[src/rtl/core/tmsf_pkg.sv]
// ----------------------------------------------------------------------------
// tmsf_pkg
// Shared sizes, constants and types of the trimmed mean slew filter.
// ----------------------------------------------------------------------------
package tmsf_pkg;

    // Fixed field widths.
    localparam int SAMPLE_W = 12;
    localparam int CHAN_W   = 3;

    // Block sizing.
    localparam int CHANNELS      = 6;
    localparam int WINDOW_LENGTH = 8;
    localparam int TRIM_START    = 2;
    localparam int TRIM_COUNT    = 4;

    // Part of the sorted slice that lies inside the window.
    localparam int SLICE_LO    = (TRIM_START < WINDOW_LENGTH) ? TRIM_START : WINDOW_LENGTH;
    localparam int SLICE_END   = TRIM_START + TRIM_COUNT;
    localparam int SLICE_HI    = (SLICE_END < WINDOW_LENGTH) ? SLICE_END : WINDOW_LENGTH;
    localparam int SLICE_USED  = (SLICE_HI > SLICE_LO) ? (SLICE_HI - SLICE_LO) : 0;
    localparam int DIV_D       = (SLICE_USED > 0) ? SLICE_USED : 1;

    // Accumulator and exact reciprocal for the division by the slice length.
    localparam int SUM_W       = SAMPLE_W + $clog2(DIV_D);
    localparam int RECIP_SHIFT = SUM_W + $clog2(DIV_D);
    localparam int RECIP_W     = SUM_W + 1;
    localparam int PROD_W      = SUM_W + RECIP_W;
    localparam logic [RECIP_W-1:0] RECIP =
        RECIP_W'(((64'd1 << RECIP_SHIFT) + 64'(DIV_D) - 64'd1) / 64'(DIV_D));

    // Window memory addressing.
    localparam int SLOT_W    = $clog2(WINDOW_LENGTH);
    localparam int CH_IDX_W  = (CHANNELS > 1) ? $clog2(CHANNELS) : 1;
    localparam int WIN_DEPTH = CHANNELS * WINDOW_LENGTH;
    localparam int ADDR_W    = $clog2(WIN_DEPTH);

    // Register reset value.
    localparam logic [SAMPLE_W-1:0] CEIL_RESET = 12'd1080;

    // Slew thresholds and step sizes.
    localparam logic [SAMPLE_W-1:0] GAP_T20 = 12'd400;
    localparam logic [SAMPLE_W-1:0] GAP_T10 = 12'd300;
    localparam logic [SAMPLE_W-1:0] GAP_T7  = 12'd200;
    localparam logic [SAMPLE_W-1:0] GAP_T5  = 12'd100;
    localparam logic [SAMPLE_W-1:0] GAP_T2  = 12'd50;
    localparam logic [4:0] STEP_20 = 5'd20;
    localparam logic [4:0] STEP_10 = 5'd10;
    localparam logic [4:0] STEP_7  = 5'd7;
    localparam logic [4:0] STEP_5  = 5'd5;
    localparam logic [4:0] STEP_2  = 5'd2;
    localparam logic [4:0] STEP_1  = 5'd1;

    typedef struct packed {
        logic [CHAN_W-1:0]   channel;
        logic [SAMPLE_W-1:0] sample;
    } in_word_t;

    typedef struct packed {
        logic [CHAN_W-1:0]   out_channel;
        logic [SAMPLE_W-1:0] filtered;
    } out_word_t;

    typedef enum logic [2:0] {
        ST_IDLE,
        ST_WRITE,
        ST_LOAD,
        ST_DRAIN,
        ST_SORT,
        ST_SUM,
        ST_SCALE,
        ST_FINISH
    } tmsf_state_t;

    typedef struct packed {
        logic              accept;
        logic              write;
        logic              rd_en;
        logic [SLOT_W-1:0] rd_slot;
        logic              acc_clear;
        logic              sort_en;
        logic              sort_odd;
        logic              acc_add;
        logic [SLOT_W-1:0] acc_idx;
        logic              scale;
        logic              finish;
    } tmsf_cmd_t;

    typedef struct packed {
        logic in_range;
        logic out_free;
    } tmsf_status_t;

endpackage

[src/rtl/core/tmsf_ctrl.sv]
// ----------------------------------------------------------------------------
// tmsf_ctrl
// Sequencer that steps the datapath through write, load, drain, sort, sum, scale and slew.
// ----------------------------------------------------------------------------
module tmsf_ctrl (
    input  logic                  clk,
    input  logic                  rst_n,
    input  logic                  in_valid,
    output logic                  in_stall,
    input  tmsf_pkg::tmsf_status_t status,
    output tmsf_pkg::tmsf_cmd_t   cmd
);
    import tmsf_pkg::*;

    tmsf_state_t       state_reg;
    tmsf_state_t       state_next;
    logic [SLOT_W-1:0] cnt_reg;
    logic [SLOT_W-1:0] cnt_next;

    always_ff @(posedge clk or negedge rst_n)
    begin
        if (!rst_n)
        begin
            state_reg <= ST_IDLE;
            cnt_reg   <= '0;
        end
        else
        begin
            state_reg <= state_next;
            cnt_reg   <= cnt_next;
        end
    end

    always_comb
    begin
        state_next = state_reg;
        cnt_next   = cnt_reg;
        cmd        = '0;
        in_stall   = 1'b1;
        unique case (state_reg)
            ST_IDLE:
            begin
                in_stall = 1'b0;
                if (in_valid)
                begin
                    cmd.accept = 1'b1;
                    state_next = ST_WRITE;
                end
            end
            ST_WRITE:
            begin
                cnt_next = '0;
                if (status.in_range)
                begin
                    cmd.write  = 1'b1;
                    state_next = ST_LOAD;
                end
                else
                begin
                    state_next = ST_FINISH;
                end
            end
            ST_LOAD:
            begin
                cmd.rd_en   = 1'b1;
                cmd.rd_slot = cnt_reg;
                if (cnt_reg == SLOT_W'(WINDOW_LENGTH - 1))
                begin
                    cnt_next   = '0;
                    state_next = ST_DRAIN;
                end
                else
                begin
                    cnt_next = cnt_reg + 1'b1;
                end
            end
            ST_DRAIN:
            begin
                cmd.acc_clear = 1'b1;
                state_next    = ST_SORT;
            end
            ST_SORT:
            begin
                cmd.sort_en  = 1'b1;
                cmd.sort_odd = cnt_reg[0];
                if (cnt_reg == SLOT_W'(WINDOW_LENGTH - 1))
                begin
                    cnt_next   = '0;
                    state_next = (SLICE_USED == 0) ? ST_FINISH : ST_SUM;
                end
                else
                begin
                    cnt_next = cnt_reg + 1'b1;
                end
            end
            ST_SUM:
            begin
                cmd.acc_add = 1'b1;
                cmd.acc_idx = SLOT_W'(SLICE_LO) + cnt_reg;
                if (cnt_reg == SLOT_W'(DIV_D - 1))
                begin
                    cnt_next   = '0;
                    state_next = ST_SCALE;
                end
                else
                begin
                    cnt_next = cnt_reg + 1'b1;
                end
            end
            ST_SCALE:
            begin
                cmd.scale  = 1'b1;
                state_next = ST_FINISH;
            end
            ST_FINISH:
            begin
                if (status.out_free)
                begin
                    cmd.finish = 1'b1;
                    state_next = ST_IDLE;
                end
            end
            default:
            begin
                state_next = ST_IDLE;
            end
        endcase
    end

endmodule

[src/rtl/core/tmsf_datapath.sv]
// ----------------------------------------------------------------------------
// tmsf_datapath
// Window memory, sort registers, slice accumulator, scaler and slew unit.
// ----------------------------------------------------------------------------
module tmsf_datapath (
    input  logic                   clk,
    input  logic                   rst_n,
    input  tmsf_pkg::in_word_t     in_word,
    input  logic                   ceil_we,
    input  logic [11:0]            ceil_data,
    input  tmsf_pkg::tmsf_cmd_t    cmd,
    output tmsf_pkg::tmsf_status_t status,
    output logic                   out_valid,
    input  logic                   out_stall,
    output tmsf_pkg::out_word_t    out_word
);
    import tmsf_pkg::*;

    localparam logic [4:0] CHANNELS_C = 5'(CHANNELS);

    // Item registers.
    logic [CHAN_W-1:0]   ch_reg;
    logic [SAMPLE_W-1:0] sample_reg;
    logic                in_range_reg;
    logic [CH_IDX_W-1:0] ch_idx;

    // Configuration.
    logic [SAMPLE_W-1:0] ceil_reg;

    // Window memory with per-channel circular write pointer and fill flag.
    logic [SAMPLE_W-1:0] win_mem [WIN_DEPTH];
    logic [SLOT_W-1:0]   ptr_reg  [CHANNELS];
    logic                full_reg [CHANNELS];
    logic [ADDR_W-1:0]   row_base;
    logic [ADDR_W-1:0]   wr_addr;
    logic [ADDR_W-1:0]   rd_addr;
    logic [SAMPLE_W-1:0] rd_data_reg;
    logic                rd_valid_reg;
    logic                slot_ok_reg;

    // Sort, sum and scale.
    logic [SAMPLE_W-1:0] work_reg [WINDOW_LENGTH];
    logic [SAMPLE_W-1:0] sorted   [WINDOW_LENGTH];
    logic [SUM_W-1:0]    acc_reg;
    logic [PROD_W-1:0]   prod_reg;
    logic [SAMPLE_W-1:0] mean;

    // Slew.
    logic [SAMPLE_W-1:0] last_reg [CHANNELS];
    logic [SAMPLE_W-1:0] old_val;
    logic                move_up;
    logic [SAMPLE_W-1:0] gap;
    logic [4:0]          adj;
    logic [SAMPLE_W:0]   up_sum;
    logic [SAMPLE_W-1:0] next_val;

    logic                out_valid_reg;
    out_word_t           out_word_reg;

    assign ch_idx   = CH_IDX_W'(ch_reg);
    assign row_base = ADDR_W'(ch_idx) * ADDR_W'(WINDOW_LENGTH);
    assign wr_addr  = row_base + ADDR_W'(ptr_reg[ch_idx]);
    assign rd_addr  = row_base + ADDR_W'(cmd.rd_slot);

    assign status.in_range = in_range_reg;
    assign status.out_free = !out_valid_reg || !out_stall;
    assign out_valid       = out_valid_reg;
    assign out_word        = out_word_reg;

    always_ff @(posedge clk)
    begin
        if (cmd.accept)
        begin
            ch_reg       <= in_word.channel;
            sample_reg   <= in_word.sample;
            in_range_reg <= ({2'b00, in_word.channel} < CHANNELS_C);
        end
    end

    always_ff @(posedge clk or negedge rst_n)
    begin
        if (!rst_n)
        begin
            ceil_reg <= CEIL_RESET;
        end
        else if (ceil_we)
        begin
            ceil_reg <= ceil_data;
        end
    end

    // The memory keeps each channel's window as a ring; the slice mean does not
    // depend on where a sample sits, only on which samples are present.
    always_ff @(posedge clk)
    begin
        if (cmd.write)
        begin
            win_mem[wr_addr] <= sample_reg;
        end
        if (cmd.rd_en)
        begin
            rd_data_reg <= win_mem[rd_addr];
        end
    end

    always_ff @(posedge clk or negedge rst_n)
    begin
        if (!rst_n)
        begin
            for (int c = 0; c < CHANNELS; c++)
            begin
                ptr_reg[c]  <= '0;
                full_reg[c] <= 1'b0;
            end
            rd_valid_reg <= 1'b0;
            slot_ok_reg  <= 1'b0;
        end
        else
        begin
            rd_valid_reg <= cmd.rd_en;
            slot_ok_reg  <= full_reg[ch_idx] || (cmd.rd_slot < ptr_reg[ch_idx]);
            if (cmd.write)
            begin
                if (ptr_reg[ch_idx] == SLOT_W'(WINDOW_LENGTH - 1))
                begin
                    ptr_reg[ch_idx]  <= '0;
                    full_reg[ch_idx] <= 1'b1;
                end
                else
                begin
                    ptr_reg[ch_idx] <= ptr_reg[ch_idx] + 1'b1;
                end
            end
        end
    end

    // One odd-even transposition pass over the working copy.
    always_comb
    begin
        sorted = work_reg;
        for (int i = 0; i < WINDOW_LENGTH - 1; i++)
        begin
            if ((i[0] == cmd.sort_odd) && (work_reg[i] > work_reg[i + 1]))
            begin
                sorted[i]     = work_reg[i + 1];
                sorted[i + 1] = work_reg[i];
            end
        end
    end

    always_ff @(posedge clk)
    begin
        if (rd_valid_reg)
        begin
            for (int i = 0; i < WINDOW_LENGTH - 1; i++)
            begin
                work_reg[i] <= work_reg[i + 1];
            end
            work_reg[WINDOW_LENGTH - 1] <= slot_ok_reg ? rd_data_reg : '0;
        end
        else if (cmd.sort_en)
        begin
            work_reg <= sorted;
        end

        if (cmd.acc_clear)
        begin
            acc_reg <= '0;
        end
        else if (cmd.acc_add)
        begin
            acc_reg <= acc_reg + SUM_W'(work_reg[cmd.acc_idx]);
        end

        if (cmd.scale)
        begin
            prod_reg <= PROD_W'(acc_reg) * PROD_W'(RECIP);
        end
    end

    assign mean = (SLICE_USED == 0) ? '0 : SAMPLE_W'(prod_reg >> RECIP_SHIFT);

    always_comb
    begin
        old_val = last_reg[ch_idx];
        move_up = mean > old_val;
        gap     = move_up ? (mean - old_val) : (old_val - mean);
        if (gap >= GAP_T20)
        begin
            adj = STEP_20;
        end
        else if (gap >= GAP_T10)
        begin
            adj = STEP_10;
        end
        else if (gap >= GAP_T7)
        begin
            adj = STEP_7;
        end
        else if (gap >= GAP_T5)
        begin
            adj = STEP_5;
        end
        else if (gap >= GAP_T2)
        begin
            adj = STEP_2;
        end
        else
        begin
            adj = STEP_1;
        end
        up_sum = {1'b0, old_val} + (SAMPLE_W + 1)'(adj);
        if (mean == old_val)
        begin
            next_val = old_val;
        end
        else if (move_up)
        begin
            next_val = (up_sum > {1'b0, ceil_reg}) ? ceil_reg : up_sum[SAMPLE_W-1:0];
        end
        else
        begin
            next_val = (old_val < SAMPLE_W'(adj)) ? '0 : (old_val - SAMPLE_W'(adj));
        end
    end

    always_ff @(posedge clk or negedge rst_n)
    begin
        if (!rst_n)
        begin
            for (int c = 0; c < CHANNELS; c++)
            begin
                last_reg[c] <= '0;
            end
            out_valid_reg <= 1'b0;
        end
        else
        begin
            if (cmd.finish)
            begin
                out_valid_reg <= 1'b1;
                if (in_range_reg)
                begin
                    last_reg[ch_idx] <= next_val;
                end
            end
            else if (!out_stall)
            begin
                out_valid_reg <= 1'b0;
            end
        end
    end

    always_ff @(posedge clk)
    begin
        if (cmd.finish)
        begin
            out_word_reg.out_channel <= ch_reg;
            out_word_reg.filtered    <= in_range_reg ? next_val : '0;
        end
    end

endmodule

[src/rtl/core/trimmed_mean_slew_filter.sv]
// ----------------------------------------------------------------------------
// trimmed_mean_slew_filter
// Per-channel sorted-window trimmed mean followed by a stepped slew limiter.
// ----------------------------------------------------------------------------
//
//  Channel   Handshake                    Word / data
//  -------   --------------------------   -----------------------------------
//  input     sample_valid / sample_stall  sample_word  (channel, sample)
//  output    result_valid / result_stall  result_word  (out_channel, filtered)
//  config    ceiling_we                   ceiling_data (output ceiling)
//
//  Each word is finished before the next is accepted; a word for an
//  unknown channel skips the window. The pace is set by the single-port
//  window memory, read one slot a cycle, and by the odd-even sort, one
//  pass a cycle over the working copy. Reset empties the windows through
//  their fill flags, clears the held outputs and sets the ceiling to its
//  reset value at once; no clearing pass is needed. The output register
//  lets a new word be accepted while a result is still stalled.
//
// The controller sequences every word; the datapath holds all the storage.
// Each channel's window is kept as a ring in memory, since the sorted slice
// does not depend on the order of the samples; a fill flag and write pointer
// per channel make slots that were never written read as zero.
// The slice mean divides by a fixed length, done as a multiply by an exact
// reciprocal followed by a shift.
module trimmed_mean_slew_filter (
    input  logic                clk,
    input  logic                rst_n,
    input  logic                sample_valid,
    output logic                sample_stall,
    input  tmsf_pkg::in_word_t  sample_word,
    output logic                result_valid,
    input  logic                result_stall,
    output tmsf_pkg::out_word_t result_word,
    input  logic                ceiling_we,
    input  logic [11:0]         ceiling_data
);
    import tmsf_pkg::*;

    tmsf_cmd_t    cmd;
    tmsf_status_t status;

    // The sequencer owns the input handshake and all step counting.
    tmsf_ctrl u_ctrl (
        .clk      (clk),
        .rst_n    (rst_n),
        .in_valid (sample_valid),
        .in_stall (sample_stall),
        .status   (status),
        .cmd      (cmd)
    );

    // The datapath owns the state, the arithmetic and the output register.
    tmsf_datapath u_datapath (
        .clk       (clk),
        .rst_n     (rst_n),
        .in_word   (sample_word),
        .ceil_we   (ceiling_we),
        .ceil_data (ceiling_data),
        .cmd       (cmd),
        .status    (status),
        .out_valid (result_valid),
        .out_stall (result_stall),
        .out_word  (result_word)
    );

endmodule
[config.mk]
export PLATFORM = sky130hd
export DESIGN_NAME = trimmed_mean_slew_filter
export DESIGN_NICKNAME = d
export VERILOG_FILES = /design/src/rtl/core/tmsf_pkg.sv /design/src/rtl/core/tmsf_ctrl.sv /design/src/rtl/core/tmsf_datapath.sv /design/src/rtl/core/trimmed_mean_slew_filter.sv
export SDC_FILE = /design/constraint.sdc
export NUM_CORES = 1
export LEC_CHECK = 0
export ABC_AREA = 1
export BUFFER_PORTS_ARGS = -buffer_cell sky130_fd_sc_hd__buf_2
export CAP_MARGIN = 10
export CORE_ASPECT_RATIO = 0.6
export CORE_MARGIN = 2
export CORE_UTILIZATION = 33
export CTS_BUF_LIST = sky130_fd_sc_hd__clkbuf_4 sky130_fd_sc_hd__clkbuf_8 sky130_fd_sc_hd__clkbuf_16
export DETAILED_ROUTE_END_ITERATION = 6
export PLACE_DENSITY = 0.46
export SLEW_MARGIN = 10
export SYNTH_ARGS = -nofsm -noshare
export SYNTH_HDL_FRONTEND = slang
export SYNTH_SLANG_ARGS = --single-unit
[constraint.sdc]
create_clock -name clk -period 7.8 [get_ports clk]
set_input_delay 0.39 -clock clk [delete_from_list [all_inputs] [get_ports clk]]
set_output_delay 0.39 -clock clk [all_outputs]
set_load 0.005 [all_outputs]
==> summary.md <==
| Metric | Value |
|---|---|
| Top FF cell, synth | edfxtp_1 |
| Hold path start | ceiling_we |
| Port-buffer cells | 48 |
| Crit. End Element | flop |
| Share of cells above drive strength 1 | 10.4% |
| Crit-path leading delay family | simple AND/OR/NAND/NOR gates |
| # H-tree levels | 3 |
| Post-Synthesis Cells | 3868 |
| DR pass1 iterations | 6 |
| Mapped Area | 40800 µm² |
| Clock skew | 24.1 ps |
| Reg clk slew, reported paths | 70 ps |
| Period minus WS final | 7170 ps |
| Max Cap Viol | 0 |
| Peak Freq | 139 MHz |
| Worst reg2reg setup slack | 630 ps |
| Peak VDD IR | 0.158 mV |
| Async SR Flop Fraction | 13.6% |
| Area grow syn2layout | 14.1% |
| Number of synthesized flops with an enable pin | 727 |
| Buf/Inv on CP | 9 |
| Setup violators final | 0 |
| Maximum fanout along the worst path | 19 |
| Total power | 16.3 mW |
| Met2 Use GR | 24.9% |
| Max FFs per register | 576 |
| Worst path slowest cell | edfxtp_1 |
| Power Density | 350 nW/µm² |
| Cells after DPL | 5455 |
| Leak pwr | 17.9 nW |
| Reg-to-Reg End | u_datapath.out_word[8] |
| Startpoint Class | flop |
| TritonCTS clock tree | built |
| GR Util met1 | 33.9% |
| Worst path max stage delay | 400 ps |
| Fin crit share | 92.0% |
| Wire per inst | 22.7 µm |
| Global route hottest layer | met1 |
| NumNets Final | 4153 |
| Syn avg cell area | 10.5 µm² |
| Fin cells | 5652 |
| Critical Path Sink | u_datapath.out_word[8] |
| Global-route wire length before repair | 190 mm |
| Clk buf depth | 3 |
| Slew margin rel. | 26.4% |
| Initial core utilization | 33.4% |
| Final hold vios | 0 |
| Worst r2r src | u_datapath.ch_idx[2] |
| Num CTS Buffers | 89 |
| Final core occ | 38.1% |
| GP Congestion | 0.887 |
| DRT iter0 DRCs | 3234 |
| CP Class | reg -> reg |
| Worst setup path start | u_datapath.ch_idx[2] |
| # IOs | 49 |
| Synth warn | 0 |
| Via count of the first global-routing pass | 27600 |
| Worst skew pair latency | 700 ps |
| Core Area | 122000 µm² |
| Grt met3 use | 3.86% |
| All-Layer GR Usage | 19.9% |
| Vias | 29700 |
| Status | completed |
| Register area share after synthesis | 61.4% |
| Tightest Pin Transition | 1100 ps |
| Die height | 276 µm |
| Critical Path RT | 8210 ps |
| Final Max Slew Viols | 0 |
| Final ANT Viol Nets | 0 |
| Post-DP HPWL | 82.9 mm |
| Largest net degree at the start of global routing | 204 |
| Grt ovf | 0 |
| Fillers | 12000 |
| Seq cells post-synth | 858 |
| Post-Syn Nets | 4058 |
| Library cells used by synthesis | 58 |
| CTS root buf | clkbuf_16 |
| Die area | 126000 µm² |
| Rows | 99 |
| Vias/cell | 5.26 |
| Crit. path cell count | 52 |
| Clk sinks | 858 |
| CP Data Arrival Time | 7580 ps |
| DRC Markers | 0 |
| Hold slack | 90.7 ps |
| Worst Hold Class | in -> reg |
| Initial antenna violation count | 2 |
| Most frequent CP cell | nand2_1 |
| Post-Route WL | 128 mm |
| Worst r2r path cells | 52 |
| Die X-Extent | 458 µm |
[final cells by class]
cell class,count,area (µm²),share of cell area [%]
clock buffers,115,2430,5.23
multi-input cells,2497,13800,29.7
inverters,327,1250,2.69
well taps,1616,2020,4.34
flip-flops and latches,858,25000,53.8
clock inverters,48,547,1.17
repair buffers,190,1410,3.04
diodes,1,2.50,0.00538
[worst reg2reg max path: cells and delay by family (launching register included)]
family	cells	cell delay (ps)
AND/OR/NAND/NOR	37	3740
buffers and inverters	9	1250
adder cells (fa/ha/maj)	4	1130
flip-flops	1	400
AO/OA/AOI/OAI	1	250
XOR/XNOR	1	150
[synth_stat cells (6+ instances only)]
| cell | instances | area share (%) |
|---|---|---|
| dfrtp_1 | 113 | 6.9 |
| nand2_1 | 625 | 5.8 |
| a211oi_1 | 6 | 0.11 |
| nor2_2 | 9 | 0.14 |
| nand3_1 | 256 | 3.1 |
| xor2_1 | 25 | 0.54 |
| ha_1 | 153 | 4.7 |
| inv_2 | 7 | 0.064 |
| edfxtp_1 | 727 | 54 |
| nand3_4 | 6 | 0.26 |
| nand2_4 | 8 | 0.22 |
| o21ai_1 | 7 | 0.086 |
| nand2_2 | 13 | 0.20 |
| nor2_1 | 478 | 4.4 |
| o211ai_1 | 21 | 0.39 |
| nor3_1 | 10 | 0.12 |
| clkbuf_1 | 141 | 1.3 |
| buf_2 | 24 | 0.29 |
| buf_6 | 6 | 0.17 |
| dfxtp_1 | 14 | 0.69 |
| nand3_2 | 19 | 0.47 |
| clkinv_1 | 12 | 0.11 |
| o21ai_0 | 426 | 5.2 |
| xnor2_1 | 6 | 0.13 |
| nand4_1 | 26 | 0.40 |
| o31ai_1 | 14 | 0.26 |
| nor4_1 | 6 | 0.092 |
| o22ai_1 | 72 | 1.1 |
| a21oi_1 | 106 | 1.3 |
| o21bai_1 | 13 | 0.24 |
| o221ai_1 | 144 | 3.1 |
| inv_1 | 303 | 2.8 |
| buf_1 | 9 | 0.083 |
[layer usage]
layer	vias up	share of wire (%)
met1	14600	53
met4	0	1.8
met5	-	0
met3	140	7.7
met2	995	37
li1	14000	-
[stage by stage]
stage	TNS, ps	setup WS (ps)	instance area, µm²
3_5_place_dp	0	422	43100
2_1_floorplan	0	1050	40800
5_1_grt	-7.19	-7.19	46500
3_3_place_gp	0	415	43100
4_1_cts	0	383	46400
6_report	0	626	46500
[power breakdown]
group          switching [mW]  internal [mW]
Clock                    1.92           2.52
Sequential              0.308           5.74
Combinational            4.10           1.72
[timing repair]
item / in CTS / in global routing
gates resized for setup: 0 / 18
endpoints found under the hold margin: 92 / 0
setup endpoints to repair: 0 / 84
setup buffers: 0 / 2
hold buffers: 29 / 0
[cell usage in the layout, fill, tap and decap left out, types with 18 or more instances in the layout]
cell type / Yosys / routed
o21ai_0: 426 / 424
dlygate4sd3_1: 0 / 29
xor2_1: 25 / 25
clkbuf_16: 0 / 89
ha_1: 153 / 153
nand4_1: 26 / 26
clkinv_1: 12 / 30
nand2_1: 625 / 623
buf_2: 24 / 47
dfrtp_1: 113 / 113
o221ai_1: 144 / 144
o22ai_1: 72 / 72
a21oi_1: 106 / 104
inv_1: 303 / 302
nand3_1: 256 / 255
o211ai_1: 21 / 21
nor2_1: 478 / 461
nand3_2: 19 / 18
clkbuf_4: 0 / 24
edfxtp_1: 727 / 727
buf_4: 5 / 110
nor2_2: 9 / 23
[cell families after synthesis]
family / synth area share [%]
fa+ha+maj: 4.94
flops: 61.4
xor+xnor: 0.666
buf+inv: 5.01
simple gates: 15.6
compound gates: 12.4
[worst min path at each step]
stage | endpoint | slack, ps | cells after the start
after floorplan | u_ctrl.cnt_reg[0] | 90 | 0
after global placement | u_datapath.full_reg[3] | 440 | 2
after detailed placement | u_datapath.full_reg[2] | 450 | 2
after CTS | u_datapath.ceil_reg[3] | 50 | 3
after global routing | u_datapath.ceil_reg[3] | 110 | 3
final | u_datapath.ceil_reg[3] | 90 | 3
Power figures use the tool's default switching activity.
